`src/sv/mwo_ram.sv`:
```
`timescale 1ns / 1ps
`default_nettype none
module mwo_ram #(
  parameter int WIDTH = 96,
  parameter int DEPTH = 32,
  parameter int AW    = (DEPTH > 1) ? $clog2(DEPTH) : 1
) (
  input  wire logic             clk,
  input  wire logic             we,
  input  wire logic [AW-1:0]    waddr,
  input  wire logic [WIDTH-1:0] wdata,
  input  wire logic [AW-1:0]    raddr,
  output logic      [WIDTH-1:0] rdata
);

  logic [WIDTH-1:0] mem [DEPTH];

  // write port and registered read port
  always_ff @(posedge clk) begin
    if (we) begin
      mem[waddr] <= wdata;
    end
    rdata <= mem[raddr];
  end

endmodule
`default_nettype wire

```
`config.mk`:
```
export PLATFORM = sky130hd
export DESIGN_NAME = mwo_ram
export DESIGN_NICKNAME = d
export VERILOG_FILES = /design/src/sv/mwo_ram.sv
export SDC_FILE = /design/constraint.sdc
export NUM_CORES = 2
export LEC_CHECK = 0
export BUFFER_PORTS_ARGS = -buffer_cell sky130_fd_sc_hd__buf_2
export CORE_AREA = 2 2 598 362
export DETAILED_ROUTE_END_ITERATION = 8
export DIE_AREA = 0 0 600 364
export PLACE_DENSITY = 0.75
export SYNTH_ARGS = -nofsm -noshare
export SYNTH_HDL_FRONTEND = slang
export SYNTH_SLANG_ARGS = --single-unit
```
`constraint.sdc`:
```
create_clock -name clk -period 6.2 [get_ports clk]
set_clock_uncertainty 0.1 [all_clocks]
set_input_delay 1.24 -clock clk [delete_from_list [all_inputs] [get_ports clk]]
set_output_delay 1.24 -clock clk [all_outputs]
set_load 0.05 [all_outputs]
```
==> results.md <==
Die:
- From bottom edge to top edge, the die measures 364 um.
- The top-level I/O count is 204.
- The total area inside the core boundary comes to 214000 um^2.
- The area of the die is 218000 um^2.
- The floorplan has 132 rows.
- The floorplan step set the die width to 600 um.
- The starting density of the core is 55.4%.

Detailed routing:
- Summed over all layers, the routed wires come to 299 mm.
- The violation count after the first detailed-routing iteration is 9895.
- The total vias in the final route is 60000.
- The routed length per instance is 33.1 um.
- The first detailed-routing pass took 5 iterations.
- After detailed routing, the number of remaining DRC violations is 0.
- The post-route antenna net violation count is 0.
- The detail-routed via count per cell is 6.65.

Place:
- Detailed placement ended at an HPWL of 152 mm.
- Input and output buffers added on the ports amount to 203.
- The congestion estimate from routability-driven global placement came to 0.766.
- At the placement stage, the worst setup path has a slack of 1.98 ns.
- The number of placed instances with taps included is 8514.

Status:
- The run finished with clean final reports.

Global route:
- The total global-route track usage is 27.3%.
- The initial antenna violation count is 26.
- After global routing the overflow that remains totals 0.
- The largest net degree at the start of global routing is 118.
- The wire length of the first global-routing pass is 422 mm.
- The number of global-route vias before repair is 58500.

Timing:
- The number of hold violations in the final report is 0.
- The time the final worst path needs with I/O delays and setup is 3.42 ns.
- The setup TNS after final layout is 0 ns.
- The highest clock rate is 0.292 GHz.
- The slew at the pin closest to its max-slew limit is 1.42 ns.
- Setup repair after global routing left no endpoint under its margin.
- In the finished design, the share of the clock period the worst path needs comes to 55.2%.
- Setup violations remaining at the end of the flow were counted as 0.
- The count of final max-slew check failures came to 0.
- Setup slack on the critical path of the routed design comes to 2.78 ns.
- The max-slew headroom at the worst pin is 4.81%.

Setup path:
- The worst setup path is of the input pin to register kind.
- The worst-path maximum fanout is 27.
- The required time at the endpoint of the critical path is 6.60 ns.
- STA classifies the critical path endpoint as a register.
- The nature of the critical path startpoint is an input pin.
- The arrival time reported for the critical path endpoint is 3.83 ns.

Layout:
- At the end of the flow the core is filled with cells to 62.1%.
- Compared with the post-synthesis result, the final layout area differs by 12.1%.
- Of the cells placed in the final design, the portion with a size suffix greater than 1 is 19.3%.
- The count of cells in the finished layout, fillers not included, comes to 9023.
- The post-layout net count is 6021.

Synthesis:
- The post-synthesis async set-or-reset flop share is 0%.
- The commonest register cell after synthesis is sky130_fd_sc_hd__edfxtp_1.
- Synthesis produced a netlist with a net count of 5712.
- The post-synthesis instance area is 119000 um^2.
- Yosys mapped a number of flops with a built-in enable equal to 3072.
- In this run, distinct cell masters in the synthesized netlist total 30.
- The cell count after synthesis came out at 5604.
- The synthesized design contains 3168 register bits.
- The proportion of synthesized chip area in sequential cells is 79.4%.
- Each instance of the synthesized netlist takes up on average 21.2 um^2.
- Yosys printed 0 warnings.

Flow run:
- The tool flagged a number of max-cap violations equal to 0.

Pwr:
- The largest vdd supply drop is 0.000234 V.
- For this design the static power due to leakage is 0.0434 uW.
- The power density of the placed cells is 328 nW/um^2.

Clocking:
- The level count of the clock H-tree is 5.
- Counting along the longest clock path gives a buffer depth of 4.
- The clock sink count is 3168.
- After clock tree synthesis, the clock-pin slew on the worst setup and hold paths is 0.06 ns.
- Buffers added to address setup during post-CTS repair amount to 0.
- In this run the clock root is driven by a sky130_fd_sc_hd__clkbuf_16.
- The clock latency of the later-clocked register in the worst-skew pair is 0.84 ns.
- Clock tree synthesis inserted a total of 278 buffers.
- In this run, post-CTS repair resized a total of 0 instances.
- TritonCTS built the clock tree.
- The quantity of hold-fixing buffers added after cts is 0.

Min path:
- The classification of the worst-slack hold path is register to register.
==> area by class of cell <==
cell class	count	area (um^2)
Multi-Input combinational cell	2117	23100
Tap cell	2881	3600
Sequential cell	3168	94200
Timing Repair Buffer	347	2940
Clock inverter	127	1430
Fill cell	14100	81000
Inverter	1	3.75
Clock buffer	368	7580
Antenna cell	14	35.0
==> power by group <==
part           internal [uW]  switching (uW)  total (uW)
logic                    710            1610        2320
clock network           9800            7560       17400
registers              23800             153       24000
==> synth_stat cells (2+ instances only) <==
cell / instances / share of area (%)
sky130_fd_sc_hd__buf_6: 20 / 0.19
sky130_fd_sc_hd__clkbuf_1: 139 / 0.44
sky130_fd_sc_hd__a32oi_1: 5 / 0.037
sky130_fd_sc_hd__nand4_1: 45 / 0.24
sky130_fd_sc_hd__mux4_2: 384 / 7.3
sky130_fd_sc_hd__nor3_2: 2 / 0.017
sky130_fd_sc_hd__a31oi_1: 51 / 0.27
sky130_fd_sc_hd__nand3_1: 194 / 0.82
sky130_fd_sc_hd__and2_1: 10 / 0.053
sky130_fd_sc_hd__edfxtp_1: 3072 / 78
sky130_fd_sc_hd__buf_4: 33 / 0.21
sky130_fd_sc_hd__a22o_1: 51 / 0.38
sky130_fd_sc_hd__a21oi_1: 9 / 0.038
sky130_fd_sc_hd__a22oi_1: 511 / 3.2
sky130_fd_sc_hd__nor3_1: 3 / 0.013
sky130_fd_sc_hd__mux2i_1: 768 / 6.5
sky130_fd_sc_hd__dfxtp_1: 96 / 1.6
sky130_fd_sc_hd__buf_2: 111 / 0.47
sky130_fd_sc_hd__nand2_1: 12 / 0.038
sky130_fd_sc_hd__nand3b_1: 5 / 0.032
sky130_fd_sc_hd__nor2_1: 45 / 0.14
sky130_fd_sc_hd__nor2b_1: 15 / 0.079
sky130_fd_sc_hd__buf_1: 15 / 0.047
sky130_fd_sc_hd__or3b_2: 2 / 0.015
==> per-stage QoR <==
stage / area [um^2] / hold WS (ns) / total power, uW
5_1_grt: 133000 / 0.584 / 44700
4_1_cts: 133000 / 0.524 / 43800
6_report: 133000 / 0.521 / 43600
2_1_floorplan: 119000 / 0.449 / 25800
3_3_place_gp: 124000 / 0.490 / 26700
3_5_place_dp: 124000 / 0.486 / 26700
==> registers in the layout, indices dropped and copies added (netlist names) <==
| name | flops |
|---|---|
| mem | 3072 |
| rdata | 96 |
==> path summary, 6_finish.rpt <==
kind	end	start	cells past startpoint	slack, ns
setup / recovery	mem[14][68]	waddr[0]	4	2.78
hold / removal	rdata[9]	mem[20][9]	4	0.52
setup reg to reg	rdata[51]	mem[0][51]	3	4.44
hold reg to reg	rdata[9]	mem[20][9]	4	0.52
==> cells by family (layout without fill, tap and decap cells) <==
kind of cell / count (synthesis) / in the layout / share of synthesized area [%]
compound gates: 627 / 627 / 3.96
buf+inv: 319 / 843 / 1.36
flops: 3168 / 3168 / 79.4
mux: 1152 / 1152 / 13.8
other cells: 0 / 14 / 0
simple gates: 338 / 338 / 1.47
==> layout by cell type, fill, tap and decap left out, types with 2 or more instances in the layout <==
cell type and instances:
sky130_fd_sc_hd__nand3b_1 5, sky130_fd_sc_hd__nand3_1 194, sky130_fd_sc_hd__nand4_1 45, sky130_fd_sc_hd__nor2_1 4
sky130_fd_sc_hd__a22o_1 51, sky130_fd_sc_hd__inv_16 2, sky130_fd_sc_hd__buf_12 65, sky130_fd_sc_hd__nand2_1 12
sky130_fd_sc_hd__or3b_2 2, sky130_fd_sc_hd__clkinv_2 42, sky130_fd_sc_hd__nor2_2 5, sky130_fd_sc_hd__nor2b_1 7
sky130_fd_sc_hd__diode_2 14, sky130_fd_sc_hd__and2_4 2, sky130_fd_sc_hd__buf_4 80, sky130_fd_sc_hd__mux4_2 384
sky130_fd_sc_hd__bufinv_16 27, sky130_fd_sc_hd__nor2b_4 7, sky130_fd_sc_hd__edfxtp_1 3072, sky130_fd_sc_hd__clkbuf_16 283
sky130_fd_sc_hd__mux2i_1 768, sky130_fd_sc_hd__inv_6 10, sky130_fd_sc_hd__clkinv_4 2, sky130_fd_sc_hd__a21oi_1 9
sky130_fd_sc_hd__a31oi_1 51, sky130_fd_sc_hd__a32oi_1 5, sky130_fd_sc_hd__clkbuf_1 67, sky130_fd_sc_hd__buf_2 199
sky130_fd_sc_hd__clkbuf_8 18, sky130_fd_sc_hd__nor2_4 37, sky130_fd_sc_hd__clkinv_8 6, sky130_fd_sc_hd__clkinvlp_4 5
sky130_fd_sc_hd__and2_1 7, sky130_fd_sc_hd__clkinv_1 33, sky130_fd_sc_hd__a22oi_1 511, sky130_fd_sc_hd__buf_8 2
sky130_fd_sc_hd__nor3_1 3, sky130_fd_sc_hd__dfxtp_1 96
==> metal layers <==
layer	track usage [%]	up-vias	share of wire, %
met5	0.218	-	0.058
met4	7.04	20	2.5
met3	6.85	503	14
met2	39.6	4322	44
met1	41.8	31100	39
li1	-	24100	-
==> worst max-delay path: stages <==
cell	delay, ns
sky130_fd_sc_hd__buf_2	0.12
sky130_fd_sc_hd__nand3b_1	0.70
sky130_fd_sc_hd__nor2_4	1.33
sky130_fd_sc_hd__buf_12	0.35
Power figures use the tool's default switching activity.
