===== src/sv/mwo_pkg.sv =====
`timescale 1ns / 1ps
`default_nettype none
package mwo_pkg;

  // item kinds
  localparam logic [1:0] KIND_WHEEL = 2'd0;
  localparam logic [1:0] KIND_OPEN  = 2'd1;
  localparam logic [1:0] KIND_START = 2'd2;

  // configuration register indexes
  localparam logic [2:0] REG_SEP  = 3'd0;
  localparam logic [2:0] REG_BASE = 3'd1;
  localparam logic [2:0] REG_RLF  = 3'd2;
  localparam logic [2:0] REG_RLR  = 3'd3;
  localparam logic [2:0] REG_RRF  = 3'd4;
  localparam logic [2:0] REG_RRR  = 3'd5;
  localparam logic [2:0] REG_WLEN = 3'd6;

  localparam logic [5:0]  WLEN_RESET = 6'd10;
  localparam logic [31:0] MIN_DT     = 32'd100;
  localparam logic [31:0] US_PER_S   = 32'd1000000;
  localparam logic [6:0]  DIV_STEPS  = 7'd64;

  // ceil(2^83 / 1e6): the product with any magnitude below 2^63, shifted
  // right by 83, is that magnitude over 1e6 rounded down
  localparam logic [63:0] US_RECIP   = 64'd9671406556917033398;

  // divider request and response
  typedef struct packed {
    logic               start;
    logic signed [63:0] num;
    logic        [31:0] den;
  } div_req_t;

  typedef struct packed {
    logic               done;
    logic signed [63:0] quo;
  } div_rsp_t;

  // clamp to signed 32 bits
  function automatic logic signed [31:0] sat32(input logic signed [63:0] v);
    logic signed [31:0] r;
    if (v > 64'sh0000_0000_7FFF_FFFF) begin
      r = 32'sh7FFF_FFFF;
    end else if (v < -64'sh0000_0000_8000_0000) begin
      r = 32'sh8000_0000;
    end else begin
      r = v[31:0];
    end
    return r;
  endfunction

endpackage
`default_nettype wire


===== src/sv/mwo_div.sv =====
`timescale 1ns / 1ps
`default_nettype none
module mwo_div (
  input  wire logic              clk,
  input  wire logic              rst_n,
  input  wire mwo_pkg::div_req_t req,
  output mwo_pkg::div_rsp_t      rsp
);

  logic        busy_r;
  logic        done_r;
  logic [6:0]  cnt_r;
  logic [63:0] num_r;
  logic [31:0] den_r;
  logic [31:0] rem_r;
  logic        neg_r;
  logic [32:0] rem_sh;
  logic [32:0] rem_sub;
  logic        take;

  // one restoring step per cycle
  assign rem_sh  = {rem_r, num_r[63]};
  assign rem_sub = rem_sh - {1'b0, den_r};
  assign take    = (rem_sh >= {1'b0, den_r});

  always_ff @(posedge clk) begin
    if (!rst_n) begin
      busy_r <= 1'b0;
      done_r <= 1'b0;
      cnt_r  <= 7'd0;
    end else begin
      done_r <= 1'b0;
      if (req.start) begin
        busy_r <= 1'b1;
        cnt_r  <= mwo_pkg::DIV_STEPS;
        neg_r  <= req.num[63];
        num_r  <= req.num[63] ? 64'(-req.num) : 64'(req.num);
        den_r  <= req.den;
        rem_r  <= 32'd0;
      end else if (busy_r) begin
        rem_r <= take ? rem_sub[31:0] : rem_sh[31:0];
        num_r <= {num_r[62:0], take};
        cnt_r <= cnt_r - 7'd1;
        if (cnt_r == 7'd1) begin
          busy_r <= 1'b0;
          done_r <= 1'b1;
        end
      end
    end
  end

  // restore the sign, quotient rounds toward zero
  assign rsp.done = done_r;
  assign rsp.quo  = neg_r ? -$signed(num_r) : $signed(num_r);

endmodule
`default_nettype wire


===== config.mk =====
export PLATFORM = sky130hd
export DESIGN_NAME = mwo_div
export DESIGN_NICKNAME = d
export VERILOG_FILES = /design/src/sv/mwo_pkg.sv /design/src/sv/mwo_div.sv
export SDC_FILE = /design/constraint.sdc
export NUM_CORES = 1
export LEC_CHECK = 0
export BUFFER_PORTS_ARGS = -buffer_cell sky130_fd_sc_hd__buf_2
export CAP_MARGIN = 20
export CORE_MARGIN = 1.5
export CORE_UTILIZATION = 55
export DETAILED_ROUTE_END_ITERATION = 10
export PLACE_DENSITY = 0.82
export RECOVER_POWER = 25
export SYNTH_ARGS = -nofsm -noshare
export SYNTH_HDL_FRONTEND = slang
export SYNTH_SLANG_ARGS = --single-unit

===== constraint.sdc =====
create_clock -name clk -period 5.1 [get_ports clk]
set_input_delay 0.765 -clock clk [delete_from_list [all_inputs] [get_ports clk]]
set_output_delay 0.765 -clock clk [all_outputs]
set_load 0.05 [all_outputs]

==> flow_summary.ini <==
[layout]
antenna_cells = 0
finish.net_count = 1337
layout.cell_area.non_filler_um2 = 11500
drive_above_1_share = 0.190
synthToLayoutAreaGrowth_pct = 15.9

[place]
dp.final_hpwl_um = 18500
place.gp.congestion = 0.909
place.port_buffers = 163
post_dp_cell_area_um2 = 10900
detailedPlace.worstSlack_ns = 0.782

[routing]
remaining_drc_errors = 0
dr.first_iter.drc_count = 773
post_drt_wl_per_cell_um = 17.7
post_drt_via_cell_ratio = 6.09
firstDrtPassIters = 6
wl_um = 25500
detailroute.via_count = 8758
postRouteAntennaNets = 0

[clock_network]
cts_buffers = 17
cts_tree = yes
cts_hold_buffers = 0
clock-root-buffer = sky130_fd_sc_hd__clkbuf_16
clock_insertion_delay_worst_skew_ns = 0.43
clock_sinks = 138
path_clk_slew_ns = 0.06
ctsResizeCount = 0
cts_post_setup_buffers_inserted = 0
cts_buffer_depth = 2
ctsHtreeMaxLevel = 4

[setup_path]
critPathCaptureType = output pin
rrSetupSlack_ns = 1.17
rr_startpoint = rem_r[15]
endpoint_of_the_lowest_slack_register_to_register_path = rem_r[7]
critical_path.startpoint_type = flip-flop
reg2reg_depth = 10
crit_arrival_ns = 4.01
setup.worst_path.class = reg -> out
worst-path-max-fanout = 8
worst_ep_required_time_ns = 4.34

[global_route]
grt_first_pass_wirelength_um = 40200
grt_use_total = 0.271
antenna_violations_before_repair = 0
busiest_grt_layer = met2
gr-usage-met2 = 0.445
global_route.overflow_total = 0
grtUsageMet1 = 0.365
grt_start_max_net_pins = 65
grt_util_met3 = 0.0508
number_of_global_route_vias_before_repair = 8230

[yosys]
synth-warning-count = 0
synth_cell_types = 62
synthesis.nets = 1191
share_of_flip_flops_with_an_asynchronous_set_or_reset_after_synthesis = 0
ys.flop_type = sky130_fd_sc_hd__edfxtp_1
share_of_the_yosys_chip_area_belonging_to_registers = 0.409
per_instance_average_area_after_synthesis_um2 = 9.39
postSynthRegisterBits = 138
syn_area_um2 = 9910
synthesis.instances = 1055
synth-edff-count = 129

[sta]
unrepaired_setup_endpoints_after_global_routing = no
finalWorstSetupSlack_ns = 0.322
slew_viols_final = 215
final.setup_skew_ns = 0.00939
min_clock_period_post_route_ns = 4.78
fin_crit_sh = 0.937
timing.hold.ws_ns = 0.513
timing.max_slew.rel_slack = -0.630
maxClockFrequency_mhz = 209
fin_tns_setup_ns = 0
finalHoldViolations = 0
timing_worst_slew_pin_value_ns = 2.45
timing.final.setup_violations = 0

[status]
outcome = finished with violations
violations_in_the_final_reports = max-capacitance violations, max-slew violations

[min_path]
whs_endpoint = den_r[17]
hp-class = in -> reg
min_delay_path_depth = 1
hold_start = req[17]

[power]
cellLeakagePower_uw = 0.00444
fin_total_pwr_uw = 3940
pwr_cell_area_nw_per_um2 = 343
ir_drop_mv = 0.255

[floorplanning]
placement_row_count = 48
top_level_ports = 164
initial_core_util = 0.567
die-area_um2 = 18800
floorplan.die.height_um = 137
core_area_um2 = 17500
die-width_um = 137

[run]
max_cap_viols = 5
-- state kept, by name, summed over array words and instances (netlist names) --
| name | count |
|---|---|
| neg_r | 1 |
| busy_r | 1 |
| num_r | 64 |
| cnt_r | 7 |
| done_r | 1 |
| den_r | 32 |
| rem_r | 32 |
-- stage by stage --
stage / instances / utilization
2_1_floorplan: 1055 / -
3_3_place_gp: 1407 / 0.623
3_5_place_dp: 1407 / 0.623
4_1_cts: 1439 / 0.658
5_1_grt: 1439 / 0.657
6_report: 1439 / 0.657
-- placed cells by master (no fill, tap or decap), types with 4 or more instances in the layout --
cell type                   count
sky130_fd_sc_hd__buf_2        159
sky130_fd_sc_hd__nand2_1       65
sky130_fd_sc_hd__o31ai_1       39
sky130_fd_sc_hd__clkbuf_1       7
sky130_fd_sc_hd__clkbuf_16     21
sky130_fd_sc_hd__nand3_1       20
sky130_fd_sc_hd__a21o_1        11
sky130_fd_sc_hd__clkinv_4       4
sky130_fd_sc_hd__edfxtp_1     129
sky130_fd_sc_hd__o211ai_1       4
sky130_fd_sc_hd__a22o_1         4
sky130_fd_sc_hd__nand4_1       10
sky130_fd_sc_hd__o21a_1         4
sky130_fd_sc_hd__o41ai_1       21
sky130_fd_sc_hd__nand2b_1       6
sky130_fd_sc_hd__mux2_2         6
sky130_fd_sc_hd__xor2_1        74
sky130_fd_sc_hd__buf_4          7
sky130_fd_sc_hd__a21oi_1       87
sky130_fd_sc_hd__xnor2_1       80
sky130_fd_sc_hd__inv_1         51
sky130_fd_sc_hd__o22ai_1        4
sky130_fd_sc_hd__nor2b_1        7
sky130_fd_sc_hd__or4_1         19
sky130_fd_sc_hd__and2_1         4
sky130_fd_sc_hd__or2_2         17
sky130_fd_sc_hd__nor2_1       113
sky130_fd_sc_hd__nor4_1         9
sky130_fd_sc_hd__ha_1          36
sky130_fd_sc_hd__nor3_1        19
sky130_fd_sc_hd__a31oi_1        4
sky130_fd_sc_hd__o21ai_0       59
sky130_fd_sc_hd__or3_1         24
sky130_fd_sc_hd__a211oi_1      13
sky130_fd_sc_hd__dfxtp_1        9
sky130_fd_sc_hd__mux2i_1       16
-- worst max path at each step --
stage / start / to / slack (ns) / depth (start not counted)
5_1_grt: req[96] / num_r[63] / 0.07 / 5
3_5_place_dp: num_r[30] / rsp[51] / 0.78 / 8
2_1_floorplan: num_r[31] / rsp[60] / 0.83 / 9
3_3_place_gp: num_r[31] / rsp[51] / 0.82 / 8
4_1_cts: num_r[30] / rsp[51] / 0.32 / 8
6_report: num_r[30] / rsp[51] / 0.32 / 8
-- cells in the mapped netlist, types with 20 or more instances --
master	count	area [µm²]
sky130_fd_sc_hd__nand3_1	20	100
sky130_fd_sc_hd__xor2_1	74	648
sky130_fd_sc_hd__inv_1	51	191
sky130_fd_sc_hd__clkbuf_1	36	135
sky130_fd_sc_hd__edfxtp_1	129	3870
sky130_fd_sc_hd__or3_1	24	150
sky130_fd_sc_hd__xnor2_1	80	701
sky130_fd_sc_hd__o31ai_1	39	293
sky130_fd_sc_hd__nor2_1	114	428
sky130_fd_sc_hd__a21oi_1	87	435
sky130_fd_sc_hd__o21ai_0	59	295
sky130_fd_sc_hd__ha_1	36	450
sky130_fd_sc_hd__o41ai_1	21	184
sky130_fd_sc_hd__nand2_1	65	244
-- logic make-up after synthesis --
logic type	Yosys count	share of synthesized area
xor+xnor	154	0.136
simple gates	338	0.170
compound gates	269	0.175
mux	22	0.0230
buf+inv	97	0.0391
flops	138	0.409
fa+ha+maj	37	0.0475
-- cell type report --
cell class              count  area (µm²)
fillers                  1390        5990
multi-input cells         820        5470
flip-flops and latches    138        4050
repair buffers            172         871
clock buffers              23         543
well taps                 225         282
inverters                  52         195
clock inverters             9        70.1
-- power breakdown --
part / leakage (µW) / total (µW) / internal [µW] / switching, µW
registers: 0.00130 / 1450 / 1370 / 78.2
logic: 0.00284 / 1230 / 424 / 803
clock network: 0.000306 / 1270 / 759 / 509
-- critical path: stages (launching register included) --
cell and delay, ns:
sky130_fd_sc_hd__edfxtp_1 0.45, sky130_fd_sc_hd__or4_4 0.57, sky130_fd_sc_hd__or4_1 0.43, sky130_fd_sc_hd__or3_4 0.40
sky130_fd_sc_hd__or3_2 0.50, sky130_fd_sc_hd__or3_1 0.51, sky130_fd_sc_hd__o41ai_2 0.29, sky130_fd_sc_hd__xnor2_1 0.16
sky130_fd_sc_hd__buf_2 0.29
-- routing by layer --
layer,vias to the layer above,routed length [µm]
met5,-,0
met2,377,12000
met4,0,453
met1,4157,11200
li1,4190,-
met3,34,1770
No activity file was read; power rests on OpenSTA's default activity.
